## src/design/cdr_pkg.sv

```systemverilog
// Shared types, constants and helper functions for the cepstral delta
// regression block. No dependencies; every other design file imports it.
package cdr_pkg;

  // Defaults for the top-level parameters.
  localparam int MAX_COEFFS_DEF      = 16;
  localparam int MAX_HALF_WINDOW_DEF = 3;
  localparam int MAX_FRAMES_DEF      = 1024;

  // Field and register widths.
  localparam int COEFF_W     = 16;
  localparam int FRAME_IDX_W = 10;
  localparam int COEFF_IDX_W = 4;
  localparam int HW_REG_W    = 2;
  localparam int CC_REG_W    = 5;
  localparam int CC_W        = 6;
  localparam int CFG_ADDR_W  = 3;
  localparam int CFG_DATA_W  = 32;

  localparam logic [HW_REG_W-1:0] HALF_WINDOW_RESET = 2'd2;
  localparam logic [CC_REG_W-1:0] COEFF_COUNT_RESET = 5'd13;

  // Regression arithmetic, sized for a half window of at most three.
  localparam int NUM_W       = 21;
  localparam int DIVX_W      = 20;
  localparam int Q_W         = DIVX_W + 1;
  localparam int DEN_W       = 5;
  localparam int RECIP_SHIFT = DIVX_W;

  localparam int DEN_1 = 2;
  localparam int DEN_2 = 10;
  localparam int DEN_3 = 28;
  localparam int RECIP_1 = (1 << RECIP_SHIFT) / DEN_1;
  localparam int RECIP_2 = (1 << RECIP_SHIFT) / DEN_2;
  localparam int RECIP_3 = (1 << RECIP_SHIFT) / DEN_3;

  localparam logic [Q_W-1:0]     POS_LIMIT = Q_W'(32767);
  localparam logic [Q_W-1:0]     NEG_LIMIT = Q_W'(32768);
  localparam logic [COEFF_W-1:0] SAT_POS   = 16'h7FFF;
  localparam logic [COEFF_W-1:0] SAT_NEG   = 16'h8000;

  typedef enum logic {
    REG_HALF_WINDOW,
    REG_COEFF_COUNT
  } cdr_reg_t;

  typedef enum logic [3:0] {
    S_IDLE,
    S_TAP,
    S_TAP_END,
    S_DIV_ADD,
    S_DIV_MUL,
    S_DIV_QD,
    S_DIV_FIX,
    S_PASS_RD,
    S_PASS_LD,
    S_EMIT_RES,
    S_FLUSH_RD,
    S_FLUSH_LD,
    S_EMIT_FLUSH
  } cdr_state_t;

  typedef struct packed {
    logic capture;
    logic tap_rd;
    logic pass_rd;
    logic flush_rd;
    logic load_ram;
    logic div_add;
    logic div_mul;
    logic div_qd;
    logic div_fix;
    logic emit_res;
    logic emit_flush;
  } cdr_cmd_t;

  typedef struct packed {
    logic full_win;
    logic pass_thru;
    logic flush_req;
    logic flush_pend;
    logic tap_last;
    logic flush_done;
    logic out_free;
  } cdr_stat_t;

  // Sum of m squared over -W..W.
  function automatic logic [DEN_W-1:0] den_of(logic [HW_REG_W-1:0] w);
    logic [DEN_W-1:0] d;
    unique case (w)
      2'd2:    d = DEN_W'(DEN_2);
      2'd3:    d = DEN_W'(DEN_3);
      default: d = DEN_W'(DEN_1);
    endcase
    return d;
  endfunction

  // Reciprocal of den_of(w), scaled by 2**RECIP_SHIFT and rounded down.
  function automatic logic [DIVX_W-1:0] recip_of(logic [HW_REG_W-1:0] w);
    logic [DIVX_W-1:0] r;
    unique case (w)
      2'd2:    r = DIVX_W'(RECIP_2);
      2'd3:    r = DIVX_W'(RECIP_3);
      default: r = DIVX_W'(RECIP_1);
    endcase
    return r;
  endfunction

endpackage

```

## src/design/cdr_regs.sv

```systemverilog
// Configuration register file: half window and coefficient count behind
// an APB-style port. Depends on cdr_pkg.
module cdr_regs import cdr_pkg::*; (
  input  logic                  clk,
  input  logic                  rst,
  input  logic                  psel,
  input  logic                  penable,
  input  logic                  pwrite,
  input  logic [CFG_ADDR_W-1:0] paddr,
  input  logic [CFG_DATA_W-1:0] pwdata,
  output logic [CFG_DATA_W-1:0] prdata,
  output logic                  pready,
  output logic [HW_REG_W-1:0]   half_window,
  output logic [CC_REG_W-1:0]   coeff_count
);

  cdr_reg_t sel;

  assign pready = 1'b1;
  assign sel    = cdr_reg_t'(paddr[CFG_ADDR_W-1]);

  always_ff @(posedge clk) begin
    if (rst) begin
      half_window <= HALF_WINDOW_RESET;
      coeff_count <= COEFF_COUNT_RESET;
    end else if (psel && penable && pwrite && pready) begin
      unique case (sel)
        REG_HALF_WINDOW: half_window <= pwdata[HW_REG_W-1:0];
        REG_COEFF_COUNT: coeff_count <= pwdata[CC_REG_W-1:0];
      endcase
    end
  end

  always_comb begin
    unique case (sel)
      REG_HALF_WINDOW: prdata = {{(CFG_DATA_W-HW_REG_W){1'b0}}, half_window};
      REG_COEFF_COUNT: prdata = {{(CFG_DATA_W-CC_REG_W){1'b0}}, coeff_count};
    endcase
  end

endmodule

```

## src/design/cdr_ctrl.sv

```systemverilog
// Sequencer for the delta regression: steps each item through window reads,
// the reciprocal divide, pass-through reads and the end-of-set flush.
// Depends on cdr_pkg.
module cdr_ctrl import cdr_pkg::*; (
  input  logic      clk,
  input  logic      rst,
  input  logic      in_valid,
  input  cdr_stat_t stat,
  output logic      in_ready,
  output cdr_cmd_t  cmd
);

  cdr_state_t state, state_next;

  always_ff @(posedge clk) begin
    if (rst) begin
      state <= S_IDLE;
    end else begin
      state <= state_next;
    end
  end

  always_comb begin
    state_next = state;
    unique case (state)
      S_IDLE: begin
        if (in_valid) begin
          if (stat.full_win) begin
            state_next = S_TAP;
          end else if (stat.pass_thru) begin
            state_next = S_PASS_RD;
          end else if (stat.flush_req) begin
            state_next = S_FLUSH_RD;
          end
        end
      end
      S_TAP: begin
        if (stat.tap_last) begin
          state_next = S_TAP_END;
        end
      end
      S_TAP_END:  state_next = S_DIV_ADD;
      S_DIV_ADD:  state_next = S_DIV_MUL;
      S_DIV_MUL:  state_next = S_DIV_QD;
      S_DIV_QD:   state_next = S_DIV_FIX;
      S_DIV_FIX:  state_next = S_EMIT_RES;
      S_PASS_RD:  state_next = S_PASS_LD;
      S_PASS_LD:  state_next = S_EMIT_RES;
      S_EMIT_RES: begin
        if (stat.out_free) begin
          state_next = stat.flush_pend ? S_FLUSH_RD : S_IDLE;
        end
      end
      S_FLUSH_RD: state_next = S_FLUSH_LD;
      S_FLUSH_LD: state_next = S_EMIT_FLUSH;
      S_EMIT_FLUSH: begin
        if (stat.out_free) begin
          state_next = stat.flush_done ? S_IDLE : S_FLUSH_RD;
        end
      end
      default:    state_next = S_IDLE;
    endcase
  end

  always_comb begin
    cmd      = '0;
    in_ready = 1'b0;
    unique case (state)
      S_IDLE: begin
        in_ready    = 1'b1;
        cmd.capture = in_valid;
      end
      S_TAP:        cmd.tap_rd     = 1'b1;
      S_DIV_ADD:    cmd.div_add    = 1'b1;
      S_DIV_MUL:    cmd.div_mul    = 1'b1;
      S_DIV_QD:     cmd.div_qd     = 1'b1;
      S_DIV_FIX:    cmd.div_fix    = 1'b1;
      S_PASS_RD:    cmd.pass_rd    = 1'b1;
      S_PASS_LD:    cmd.load_ram   = 1'b1;
      S_EMIT_RES:   cmd.emit_res   = stat.out_free;
      S_FLUSH_RD:   cmd.flush_rd   = 1'b1;
      S_FLUSH_LD:   cmd.load_ram   = 1'b1;
      S_EMIT_FLUSH: cmd.emit_flush = stat.out_free;
      default: begin
        cmd      = '0;
        in_ready = 1'b0;
      end
    endcase
  end

endmodule

```

## src/design/cdr_dpath.sv

```systemverilog
// Datapath of the delta regression: frame ring memory, frame and coefficient
// counters, multiply-accumulate, reciprocal divide and the result register.
// Depends on cdr_pkg; driven by cdr_ctrl.
module cdr_dpath import cdr_pkg::*; #(
  parameter int MAX_COEFFS      = MAX_COEFFS_DEF,
  parameter int MAX_HALF_WINDOW = MAX_HALF_WINDOW_DEF,
  parameter int MAX_FRAMES      = MAX_FRAMES_DEF
) (
  input  logic                   clk,
  input  logic                   rst,
  input  logic [HW_REG_W-1:0]    half_window,
  input  logic [CC_REG_W-1:0]    coeff_count,
  input  logic [COEFF_W-1:0]     in_coeff,
  input  logic                   in_last,
  input  cdr_cmd_t               cmd,
  output cdr_stat_t              stat,
  input  logic                   out_ready,
  output logic                   out_valid,
  output logic [COEFF_W-1:0]     out_delta,
  output logic [FRAME_IDX_W-1:0] out_frame,
  output logic [COEFF_IDX_W-1:0] out_coeff,
  output logic                   out_last
);

  localparam int RING_FRAMES = 2 * MAX_HALF_WINDOW + 1;
  localparam int RING_DEPTH  = RING_FRAMES * MAX_COEFFS;
  localparam int AW = $clog2(RING_DEPTH);
  localparam int SW = $clog2(RING_FRAMES);
  localparam int CW = (MAX_COEFFS > 1) ? $clog2(MAX_COEFFS) : 1;
  localparam int FW = $clog2(MAX_FRAMES);

  // Slot that lies `back` frames behind `hd` in a ring of `sz` frames.
  function automatic logic [SW-1:0] back_slot(logic [SW-1:0] hd, logic [SW-1:0] sz,
                                               logic [SW-1:0] bk);
    logic [SW:0] t;
    t = {1'b0, hd} + {1'b0, sz} - {1'b0, bk};
    if (t >= {1'b0, sz}) begin
      t = t - {1'b0, sz};
    end
    return t[SW-1:0];
  endfunction

  function automatic logic [AW-1:0] ring_addr(logic [SW-1:0] slot, logic [CW-1:0] c);
    return AW'(slot) * AW'(MAX_COEFFS) + AW'(c);
  endfunction

  // Frame number `bk` frames before `f`, modulo MAX_FRAMES.
  function automatic logic [FW-1:0] frame_back(logic [FW-1:0] f, logic [HW_REG_W-1:0] bk);
    logic [FW:0] t;
    if (f >= FW'(bk)) begin
      t = (FW+1)'(f) - (FW+1)'(bk);
    end else begin
      t = (FW+1)'(f) + (FW+1)'(MAX_FRAMES) - (FW+1)'(bk);
    end
    return t[FW-1:0];
  endfunction

  // Counter state
  logic [SW-1:0] ring_head;
  logic [FW-1:0] frame_counter;
  logic [CW-1:0] coeff_counter;
  logic          wrapped;

  // Effective settings
  logic [HW_REG_W-1:0] w_eff;
  logic [SW-1:0]       s_eff;
  logic [SW-1:0]       head_eff;
  logic [CC_W-1:0]     cc_eff;
  logic                end_frame;
  logic [FW-1:0]       f_inc;
  logic [HW_REG_W-1:0] d_start;

  // Snapshot of the accepted item
  logic [SW-1:0]       head_q;
  logic [SW-1:0]       s_q;
  logic [HW_REG_W-1:0] w_q;
  logic [FW-1:0]       f_q;
  logic [CW-1:0]       i_q;
  logic [CC_W-1:0]     cc_q;
  logic                flush_pend;

  // Window taps and accumulator
  logic [SW-1:0]           tap_k;
  logic signed [3:0]       m_cur;
  logic signed [3:0]       rd_m;
  logic                    acc_pend;
  logic signed [NUM_W-1:0] acc;
  logic signed [19:0]      term;

  // Flush position
  logic [HW_REG_W-1:0] d_f;
  logic [CW-1:0]       c_f;
  logic                c_wrap;

  // Ring memory
  logic [COEFF_W-1:0] ring [RING_DEPTH];
  logic [COEFF_W-1:0] ram_q;
  logic               rd_en;
  logic [SW-1:0]      rd_back;
  logic [CW-1:0]      rd_c;
  logic [AW-1:0]      rd_addr;

  // Divider
  logic [DEN_W-1:0]    den;
  logic [NUM_W-1:0]    acc_mag;
  logic                neg_q;
  logic [DIVX_W-1:0]   div_x;
  logic [2*DIVX_W-1:0] prod;
  logic [DIVX_W-1:0]   q0;
  logic [DIVX_W-1:0]   qd;
  logic [DIVX_W-1:0]   rem;
  logic [Q_W-1:0]      q;
  logic [COEFF_W-1:0]  res;

  // Result fields
  logic [FW-1:0]                 fo;
  logic [FW+FRAME_IDX_W-1:0]     fo_wide;
  logic [CW-1:0]                 co;
  logic [CW+COEFF_IDX_W-1:0]     co_wide;

  // Settings as they act: zero means one, large values clamp.
  always_comb begin
    if (half_window == '0) begin
      w_eff = 2'd1;
    end else if (half_window > HW_REG_W'(MAX_HALF_WINDOW)) begin
      w_eff = HW_REG_W'(MAX_HALF_WINDOW);
    end else begin
      w_eff = half_window;
    end
    if (coeff_count == '0) begin
      cc_eff = CC_W'(1);
    end else if ({1'b0, coeff_count} > CC_W'(MAX_COEFFS)) begin
      cc_eff = CC_W'(MAX_COEFFS);
    end else begin
      cc_eff = {1'b0, coeff_count};
    end
  end

  assign s_eff = SW'({w_eff, 1'b1});

  // The head pointer may exceed the ring after the window was narrowed.
  always_comb begin
    head_eff = ring_head;
    if (head_eff >= s_eff) begin
      head_eff = head_eff - s_eff;
    end
    if (head_eff >= s_eff) begin
      head_eff = head_eff - s_eff;
    end
  end

  assign end_frame = (CC_W'(coeff_counter) + CC_W'(1)) >= cc_eff;
  assign f_inc = (frame_counter == FW'(MAX_FRAMES - 1)) ? '0 : frame_counter + FW'(1);

  always_comb begin
    d_start = w_eff - 2'd1;
    if (!wrapped && (frame_counter < FW'(d_start))) begin
      d_start = frame_counter[HW_REG_W-1:0];
    end
  end

  always_ff @(posedge clk) begin
    if (rst) begin
      ring_head     <= '0;
      frame_counter <= '0;
      coeff_counter <= '0;
      wrapped       <= 1'b0;
      flush_pend    <= 1'b0;
    end else if (cmd.capture) begin
      flush_pend <= end_frame && in_last;
      if (end_frame && in_last) begin
        ring_head     <= '0;
        frame_counter <= '0;
        coeff_counter <= '0;
        wrapped       <= 1'b0;
      end else if (end_frame) begin
        coeff_counter <= '0;
        ring_head     <= (head_eff == s_eff - SW'(1)) ? '0 : head_eff + SW'(1);
        frame_counter <= f_inc;
        if (f_inc == '0) begin
          wrapped <= 1'b1;
        end
      end else begin
        coeff_counter <= coeff_counter + CW'(1);
      end
    end
  end

  always_ff @(posedge clk) begin
    if (cmd.capture) begin
      head_q <= head_eff;
      s_q    <= s_eff;
      w_q    <= w_eff;
      f_q    <= frame_counter;
      i_q    <= coeff_counter;
      cc_q   <= cc_eff;
    end
  end

  assign stat.full_win   = wrapped || (frame_counter >= FW'({w_eff, 1'b0}));
  assign stat.pass_thru  = frame_counter >= FW'(w_eff);
  assign stat.flush_req  = end_frame && in_last;
  assign stat.flush_pend = flush_pend;
  assign stat.tap_last   = (SW+1)'(tap_k) == (SW+1)'({w_q, 1'b0});
  assign stat.flush_done = (d_f == '0) && c_wrap;
  assign stat.out_free   = !out_valid || out_ready;

  // Tap k reads the frame k behind the newest one; its weight is W - k.
  assign m_cur = $signed({2'b00, w_q}) - $signed(4'(tap_k));
  assign term  = 20'(rd_m) * 20'($signed(ram_q));

  always_ff @(posedge clk) begin
    if (rst) begin
      tap_k    <= '0;
      acc_pend <= 1'b0;
    end else if (cmd.capture) begin
      tap_k    <= '0;
      acc_pend <= 1'b0;
    end else begin
      acc_pend <= cmd.tap_rd;
      if (cmd.tap_rd) begin
        tap_k <= tap_k + SW'(1);
      end
    end
  end

  always_ff @(posedge clk) begin
    if (cmd.capture) begin
      acc <= '0;
    end else if (acc_pend) begin
      acc <= acc + NUM_W'(term);
    end
    if (cmd.tap_rd) begin
      rd_m <= m_cur;
    end
  end

  // Flush walks frames from d_start down to the newest, all coefficients each.
  assign c_wrap = (CC_W'(c_f) + CC_W'(1)) == cc_q;

  always_ff @(posedge clk) begin
    if (rst) begin
      d_f <= '0;
      c_f <= '0;
    end else if (cmd.capture) begin
      d_f <= d_start;
      c_f <= '0;
    end else if (cmd.emit_flush) begin
      if (c_wrap) begin
        c_f <= '0;
        d_f <= d_f - 2'd1;
      end else begin
        c_f <= c_f + CW'(1);
      end
    end
  end

  // Ring memory: written on capture, one registered read port.
  assign rd_en = cmd.tap_rd || cmd.pass_rd || cmd.flush_rd;

  always_comb begin
    if (cmd.flush_rd) begin
      rd_back = SW'(d_f);
      rd_c    = c_f;
    end else if (cmd.tap_rd) begin
      rd_back = tap_k;
      rd_c    = i_q;
    end else begin
      rd_back = SW'(w_q);
      rd_c    = i_q;
    end
  end

  assign rd_addr = ring_addr(back_slot(head_q, s_q, rd_back), rd_c);

  always_ff @(posedge clk) begin
    if (cmd.capture) begin
      ring[ring_addr(head_eff, coeff_counter)] <= in_coeff;
    end
    if (rd_en) begin
      ram_q <= ring[rd_addr];
    end
  end

  // Rounded divide by the constant denominator: add half, multiply by the
  // reciprocal, then one correction step on the remainder.
  assign den     = den_of(w_q);
  assign acc_mag = acc[NUM_W-1] ? NUM_W'(-acc) : NUM_W'(acc);
  assign rem     = div_x - qd;
  assign q       = {1'b0, q0} + Q_W'(rem >= DIVX_W'(den));

  always_ff @(posedge clk) begin
    if (cmd.div_add) begin
      neg_q <= acc[NUM_W-1];
      div_x <= acc_mag[DIVX_W-1:0] + DIVX_W'(den[DEN_W-1:1]);
    end
    if (cmd.div_mul) begin
      prod <= (2*DIVX_W)'(div_x) * (2*DIVX_W)'(recip_of(w_q));
    end
    if (cmd.div_qd) begin
      q0 <= prod[2*DIVX_W-1:DIVX_W];
      qd <= prod[2*DIVX_W-1:DIVX_W] * DIVX_W'(den);
    end
    if (cmd.div_fix) begin
      if (neg_q) begin
        res <= (q > NEG_LIMIT) ? SAT_NEG : COEFF_W'(Q_W'(0) - q);
      end else begin
        res <= (q > POS_LIMIT) ? SAT_POS : q[COEFF_W-1:0];
      end
    end else if (cmd.load_ram) begin
      res <= ram_q;
    end
  end

  // Result register
  assign fo      = frame_back(f_q, cmd.emit_flush ? d_f : w_q);
  assign fo_wide = {{FRAME_IDX_W{1'b0}}, fo};
  assign co      = cmd.emit_flush ? c_f : i_q;
  assign co_wide = {{COEFF_IDX_W{1'b0}}, co};

  always_ff @(posedge clk) begin
    if (rst) begin
      out_valid <= 1'b0;
    end else if (cmd.emit_res || cmd.emit_flush) begin
      out_valid <= 1'b1;
    end else if (out_ready) begin
      out_valid <= 1'b0;
    end
  end

  always_ff @(posedge clk) begin
    if (cmd.emit_res || cmd.emit_flush) begin
      out_delta <= res;
      out_frame <= fo_wide[FRAME_IDX_W-1:0];
      out_coeff <= co_wide[COEFF_IDX_W-1:0];
      out_last  <= cmd.emit_flush && (d_f == '0) && c_wrap;
    end
  end

endmodule

```

## src/design/cepstral_delta_regression.sv

```systemverilog
// Top level of the cepstral delta regression block: configuration registers,
// sequencer and datapath. Depends on cdr_pkg, cdr_regs, cdr_ctrl, cdr_dpath.
//
// Usage. Cepstral coefficients enter on the s_ stream one item per
// coefficient, frame-major, coeff_count items to a frame; s_tlast marks the
// final coefficient of the final frame of a set. Results leave on the m_
// stream: the regression delta of the frame W behind the newest one, or the
// unchanged value for the first W frames, and after the last item of a set
// the final W frames pass through, with m_tlast on the set's final result.
// half_window (W) and coeff_count are written over the APB port while the
// block is idle.
//
// Timing. A coefficient whose frame has a full window reads the 2W+1 ring
// entries one per cycle through the single ring read port, then runs a
// four-step reciprocal divide before its result is loaded for output; no
// new item is taken until the sequencer is back in idle. A pass-through
// result and each flushed result take a ring read and a result load, and an
// item with no result returns straight to idle. The output register frees
// the input side: a new item is taken while a result still waits, and a
// stalled receiver only holds the sequencer when the next result is ready to
// go. Reset clears the counters, empties the output register and restores
// W = 2 and coeff_count = 13; the ring needs no clearing since every entry
// read is written first.
module cepstral_delta_regression import cdr_pkg::*; #(
  parameter int MAX_COEFFS      = MAX_COEFFS_DEF,
  parameter int MAX_HALF_WINDOW = MAX_HALF_WINDOW_DEF,
  parameter int MAX_FRAMES      = MAX_FRAMES_DEF
) (
  input  logic                  clk,
  input  logic                  rst,
  // Configuration port
  input  logic                  psel,
  input  logic                  penable,
  input  logic                  pwrite,
  input  logic [CFG_ADDR_W-1:0] paddr,
  input  logic [CFG_DATA_W-1:0] pwdata,
  output logic [CFG_DATA_W-1:0] prdata,
  output logic                  pready,
  // Coefficient input stream
  input  logic                  s_tvalid,
  output logic                  s_tready,
  input  logic [15:0]           s_tdata,   // [15:0] coeff_value
  input  logic                  s_tlast,   // end_of_set
  // Result output stream
  output logic                  m_tvalid,
  input  logic                  m_tready,
  output logic [31:0]           m_tdata,   // [15:0] delta_value, [25:16] frame_index,
                                           // [29:26] coeff_index, [31:30] zero
  output logic                  m_tlast    // last_result
);

  logic [HW_REG_W-1:0]    half_window;
  logic [CC_REG_W-1:0]    coeff_count;
  cdr_cmd_t               cmd;
  cdr_stat_t              stat;
  logic [COEFF_W-1:0]     delta_value;
  logic [FRAME_IDX_W-1:0] frame_index;
  logic [COEFF_IDX_W-1:0] coeff_index;

  cdr_regs u_regs (
    .clk         (clk),
    .rst         (rst),
    .psel        (psel),
    .penable     (penable),
    .pwrite      (pwrite),
    .paddr       (paddr),
    .pwdata      (pwdata),
    .prdata      (prdata),
    .pready      (pready),
    .half_window (half_window),
    .coeff_count (coeff_count)
  );

  cdr_ctrl u_ctrl (
    .clk      (clk),
    .rst      (rst),
    .in_valid (s_tvalid),
    .stat     (stat),
    .in_ready (s_tready),
    .cmd      (cmd)
  );

  cdr_dpath #(
    .MAX_COEFFS      (MAX_COEFFS),
    .MAX_HALF_WINDOW (MAX_HALF_WINDOW),
    .MAX_FRAMES      (MAX_FRAMES)
  ) u_dpath (
    .clk         (clk),
    .rst         (rst),
    .half_window (half_window),
    .coeff_count (coeff_count),
    .in_coeff    (s_tdata),
    .in_last     (s_tlast),
    .cmd         (cmd),
    .stat        (stat),
    .out_ready   (m_tready),
    .out_valid   (m_tvalid),
    .out_delta   (delta_value),
    .out_frame   (frame_index),
    .out_coeff   (coeff_index),
    .out_last    (m_tlast)
  );

  assign m_tdata = {2'b00, coeff_index, frame_index, delta_value};

  // A new result is loaded only when the output register is free to take it.
  a_emit_free: assert property (@(posedge clk) disable iff (rst)
    (cmd.emit_res || cmd.emit_flush) |-> stat.out_free)
    else $error("result loaded over one still waiting");

  // After reset the output is empty and the input side is open.
  a_reset_state: assert property (@(posedge clk)
    rst |=> (!m_tvalid && s_tready))
    else $error("reset did not empty the block");

  // An item with a full window keeps the input closed while it is worked on.
  a_full_busy: assert property (@(posedge clk) disable iff (rst)
    (s_tvalid && s_tready && stat.full_win) |=> !s_tready)
    else $error("input taken during a regression");

  // Captures happen only on an input handshake, never during ring reads.
  a_capture_alone: assert property (@(posedge clk) disable iff (rst)
    cmd.capture |-> (s_tvalid && s_tready && !cmd.tap_rd && !cmd.flush_rd && !cmd.pass_rd))
    else $error("capture outside an input handshake");

endmodule

```

## config.mk

```make
export PLATFORM = sky130hd
export DESIGN_NAME = cepstral_delta_regression
export DESIGN_NICKNAME = d
export VERILOG_FILES = /design/src/design/cdr_pkg.sv /design/src/design/cdr_regs.sv /design/src/design/cdr_ctrl.sv /design/src/design/cdr_dpath.sv /design/src/design/cepstral_delta_regression.sv
export SDC_FILE = /design/constraint.sdc
export NUM_CORES = 2
export LEC_CHECK = 0
export ABC_AREA = 1
export ABC_CLOCK_PERIOD_IN_PS = 6500
export BUFFER_PORTS_ARGS = -buffer_cell sky130_fd_sc_hd__buf_2
export CELL_PAD_IN_SITES_DETAIL_PLACEMENT = 1
export CELL_PAD_IN_SITES_GLOBAL_PLACEMENT = 2
export CORE_ASPECT_RATIO = 0.7
export CORE_MARGIN = 2
export CORE_UTILIZATION = 39
export CTS_CLUSTER_DIAMETER = 120
export DETAILED_ROUTE_END_ITERATION = 7
export HOLD_SLACK_MARGIN = 0.05
export PLACE_DENSITY = 0.76
export RECOVER_POWER = 100
export SETUP_SLACK_MARGIN = 0.1
export SLEW_MARGIN = 5
export SYNTH_ARGS = -nofsm -noshare
export SYNTH_HDL_FRONTEND = slang
export SYNTH_HIERARCHICAL = 1
export SYNTH_SLANG_ARGS = --single-unit
```

## constraint.sdc

```tcl
create_clock -name clk -period 6.5 [get_ports clk]
set_clock_uncertainty 0.2 [all_clocks]
set_input_delay 0.325 -clock clk [delete_from_list [all_inputs] [get_ports clk]]
set_output_delay 0.325 -clock clk [all_outputs]
set_load 0.03 [all_outputs]
```

==> out/metrics.yaml <==
violations: "max-capacitance violations, max-slew violations"
regToRegSetupSlack_ns: 0.08
syn-instance-count: 8758
num_vias: 69955
syn_area_um2: 98700
whs_endpoint: "u_regs/half_window[1]$_SDFFE_PP1P_"
max_cap_viol_count: 16
cts_tree: "yes"
dieWidth_um: 605
final_area_um2: 112000
dieHeight_um: 425
cts.sinks: 2025
ant_nets: 0
p_leak_nw: 41.7
post_dp_cell_area_um2: 104000
seq_power_share_pct: 26.7
cts.htree.levels: 4
maxSlewViolCount: 822
synth_area_leaders: "edfxtp_1 60%, nor2_1 5.6%, fa_1 5.2%, o21ai_0 5.0%, ha_1 4.7%"
critPathCaptureType: "register"
antenna_found_initial: 28
wl_met2_mm: 135
min_period_ns: 6.42
grt_pass1_wl_mm: 479
hold_depth: 5
met1_length_mm: 159
status: "complete, but fails checks"
arrival_ns: 6.83
p_int_mw: 32.3
portBuffers: 67
avgViaCountPerCell: 5.59
rsz0062_at_grt: "true"
wl_per_cell_um: 26.1
fillers: 26838
async_reset_ff_share_pct: 0
cp.required_ns: 6.91
drc_errors: 0
routed.top_layer: "met5"
path_common_cell: "fa_1"
hold_violations: 0
r2r_end: "u_dpath/prod[22]$_DFFE_PP_"
gr-usage-all-layers_pct: 25.1
netSwitchingFraction_pct: 43.2
grt_overflow: 0
initial_core_util_pct: 39.2
yosys.cell_types.count: 63
clk_path_buf_depth: 4
io_pins: 127
multiInputGateArea_um2: 34300
yosysMostFrequentCell: "edfxtp_1"
min_period_over_period_pct: 98.8
start_kind: "register"
synthFlopType: "edfxtp_1"
worst_pin_slew_ns: 4.32
finalSetupTns_ns: 0
drt-pass1-iter-count: 5
clk_latency_ns: 0.89
area.sequential_um2: 60200
grt_start_max_net_pins: 169
relSlewSlack_pct: -188
detailedRoute.firstIterationViolations: 7854
stdcell_count: 12517
ctsRootBufferMaster: "clkbuf_16"
drt_wl_total_mm: 326
numCtsBuffers: 207
dp_cells: 12076
vdd_drop_max_uv: 1490
synth_edf_count: 1963
p_comb_share_pct: 52.9
drive_gt1_share_pct: 10.6
crit_path_max_fanout: 8
hold_start: "psel"
ys_seq_elements: 2025
synth_top_area_share_pct: 59.7
yosys.area.top_type: "edfxtp_1"
routed-wl-met3_mm: 27.0
area_growth_pct: 13.6
num_rows: 154
place_congestion: 0.883
rr_worst_depth: 25
p_clk_share_pct: 20.4
fmax_mhz: 156
nets: 9687
power_density_nw_per_um2: 507
ys_seq_area_share_pct: 61.0
die-area_um2: 257000
r2r-start: "u_dpath/s_q[2]$_DFFE_PP_"
hpwl_mm: 213
avgSynthCellArea_um2: 11.3
crit_type: "register to register"
yosysWarningCount: 6
power.switching_mw: 24.6
synth.top_cells.by_count: "1,963 x edfxtp_1, 1,480 x nor2_1, 994 x o21ai_0"
coreArea_um2: 252000
max_stage_delay_ns: 0.56
clk_pin_slew_ns: 0.06
critPathSlowestCell: "fa_1"
min_path_type: "primary input to register"
grt_pass1_vias: 71020
setup_viol: 0
per-stage QoR:
step | hold slack, ns | worst slack, ns | total power, mW | util (%)
2_1_floorplan | 0.194 | 0.135 | 30.4 | -
3_3_place_gp | 0.208 | -0.174 | 40.7 | 41.5
3_5_place_dp | 0.208 | -0.237 | 41.2 | 41.5
4_1_cts | 0.105 | 0.0317 | 53.5 | 44.2
5_1_grt | 0.201 | -0.0960 | 60.2 | 44.6
6_report | 0.159 | 0.0783 | 56.9 | 44.6
worst max-delay path, delay by kind of cell, from the launching register on:
| kind | cells | cell delay (ns) |
|---|---|---|
| fa+ha+maj | 8 | 3.40 |
| xor+xnor | 1 | 0.14 |
| compound gates | 1 | 0.09 |
| flops | 1 | 0.46 |
| buf+inv | 10 | 1.25 |
| simple gates | 5 | 0.60 |
placed cells by master (no fill, tap or decap), types with 80 or more instances in the layout:
master,count
inv_1,778
nand2_1,782
fa_1,251
buf_4,321
edfxtp_1,1963
o22ai_1,149
a21oi_1,167
o21ai_0,982
o221ai_1,97
clkbuf_16,209
o211ai_1,213
ha_1,347
nor2_1,1436
nand3_1,488
xor2_1,80
power by group through the flow:
stage | combinational (mW) | sequential (mW) | clock [mW]
2_1_floorplan | 15.0 | 15.4 | 0
3_3_place_gp | 25.3 | 15.5 | 0
3_5_place_dp | 25.7 | 15.5 | 0
4_1_cts | 26.5 | 15.2 | 11.9
5_1_grt | 32.7 | 15.2 | 12.3
6_report | 30.1 | 15.2 | 11.6
cells by family after synthesis:
group | Yosys count | share of synthesized area, %
other cells | 3 | 0.0114
xor+xnor | 133 | 1.25
flops | 2025 | 61.0
buf+inv | 1283 | 5.26
simple gates | 2950 | 12.5
fa+ha+maj | 628 | 9.89
compound gates | 1736 | 10.1
how the worst max path moves through the flow:
stage / slack, ns / cells after the start / endpoint / startpoint
after floorplan: 0.13 / 26 / u_dpath/prod[32]$_DFFE_PP_ / u_dpath/s_q[1]$_DFFE_PP_
final: 0.08 / 25 / u_dpath/prod[22]$_DFFE_PP_ / u_dpath/s_q[2]$_DFFE_PP_
after detailed placement: -0.24 / 25 / u_dpath/prod[32]$_DFFE_PP_ / u_dpath/s_q[2]$_DFFE_PP_
after CTS: 0.03 / 23 / u_dpath/prod[32]$_DFFE_PP_ / u_dpath/s_q[2]$_DFFE_PP_
after global routing: -0.1 / 25 / u_dpath/prod[21]$_DFFE_PP_ / u_dpath/s_q[2]$_DFFE_PP_
after global placement: -0.17 / 25 / u_dpath/prod[32]$_DFFE_PP_ / u_dpath/s_q[2]$_DFFE_PP_
metal layers:
layer | GRT usage, % | up-vias
li1 | - | 31108
met1 | 39.4 | 36254
met2 | 35.7 | 2263
met3 | 4.92 | 326
met4 | 4.61 | 4
met5 | 0 | -
area by class of cell:
cell class,instances,share of cell area (%)
clock buffer,257,4.82
multi-input combinational,5477,30.6
inverter,807,2.73
timing repair buffer,482,3.60
clock inverter,103,0.836
tap,3354,3.74
sequential,2025,53.6
antenna,12,0.0268
registers in the layout, indices dropped and copies added, names as in the netlist, 10 cells and up:
| name | flops |
|---|---|
| u_dpath/ring | 1792 |
| u_dpath/acc | 21 |
| u_dpath/div_x | 20 |
| u_dpath/prod | 20 |
| u_dpath/q0 | 20 |
| u_dpath/qd | 19 |
| u_dpath/out_delta | 16 |
| u_dpath/ram_q | 16 |
| u_dpath/res | 16 |
| u_dpath/f_q | 10 |
| u_dpath/frame_counter | 10 |
| u_dpath/out_frame | 10 |
repair_timing:
item                                    in CTS  in global routing
resized for setup                           36                163
hold endpoints to repair                   816                  0
buffers inserted                             5                 15
pin swaps                                    3                 47
endpoints found under the setup margin      19                 35
hold buffers                                48                  0
cloned                                       0                  1
No activity file was read; power rests on OpenSTA's default activity.
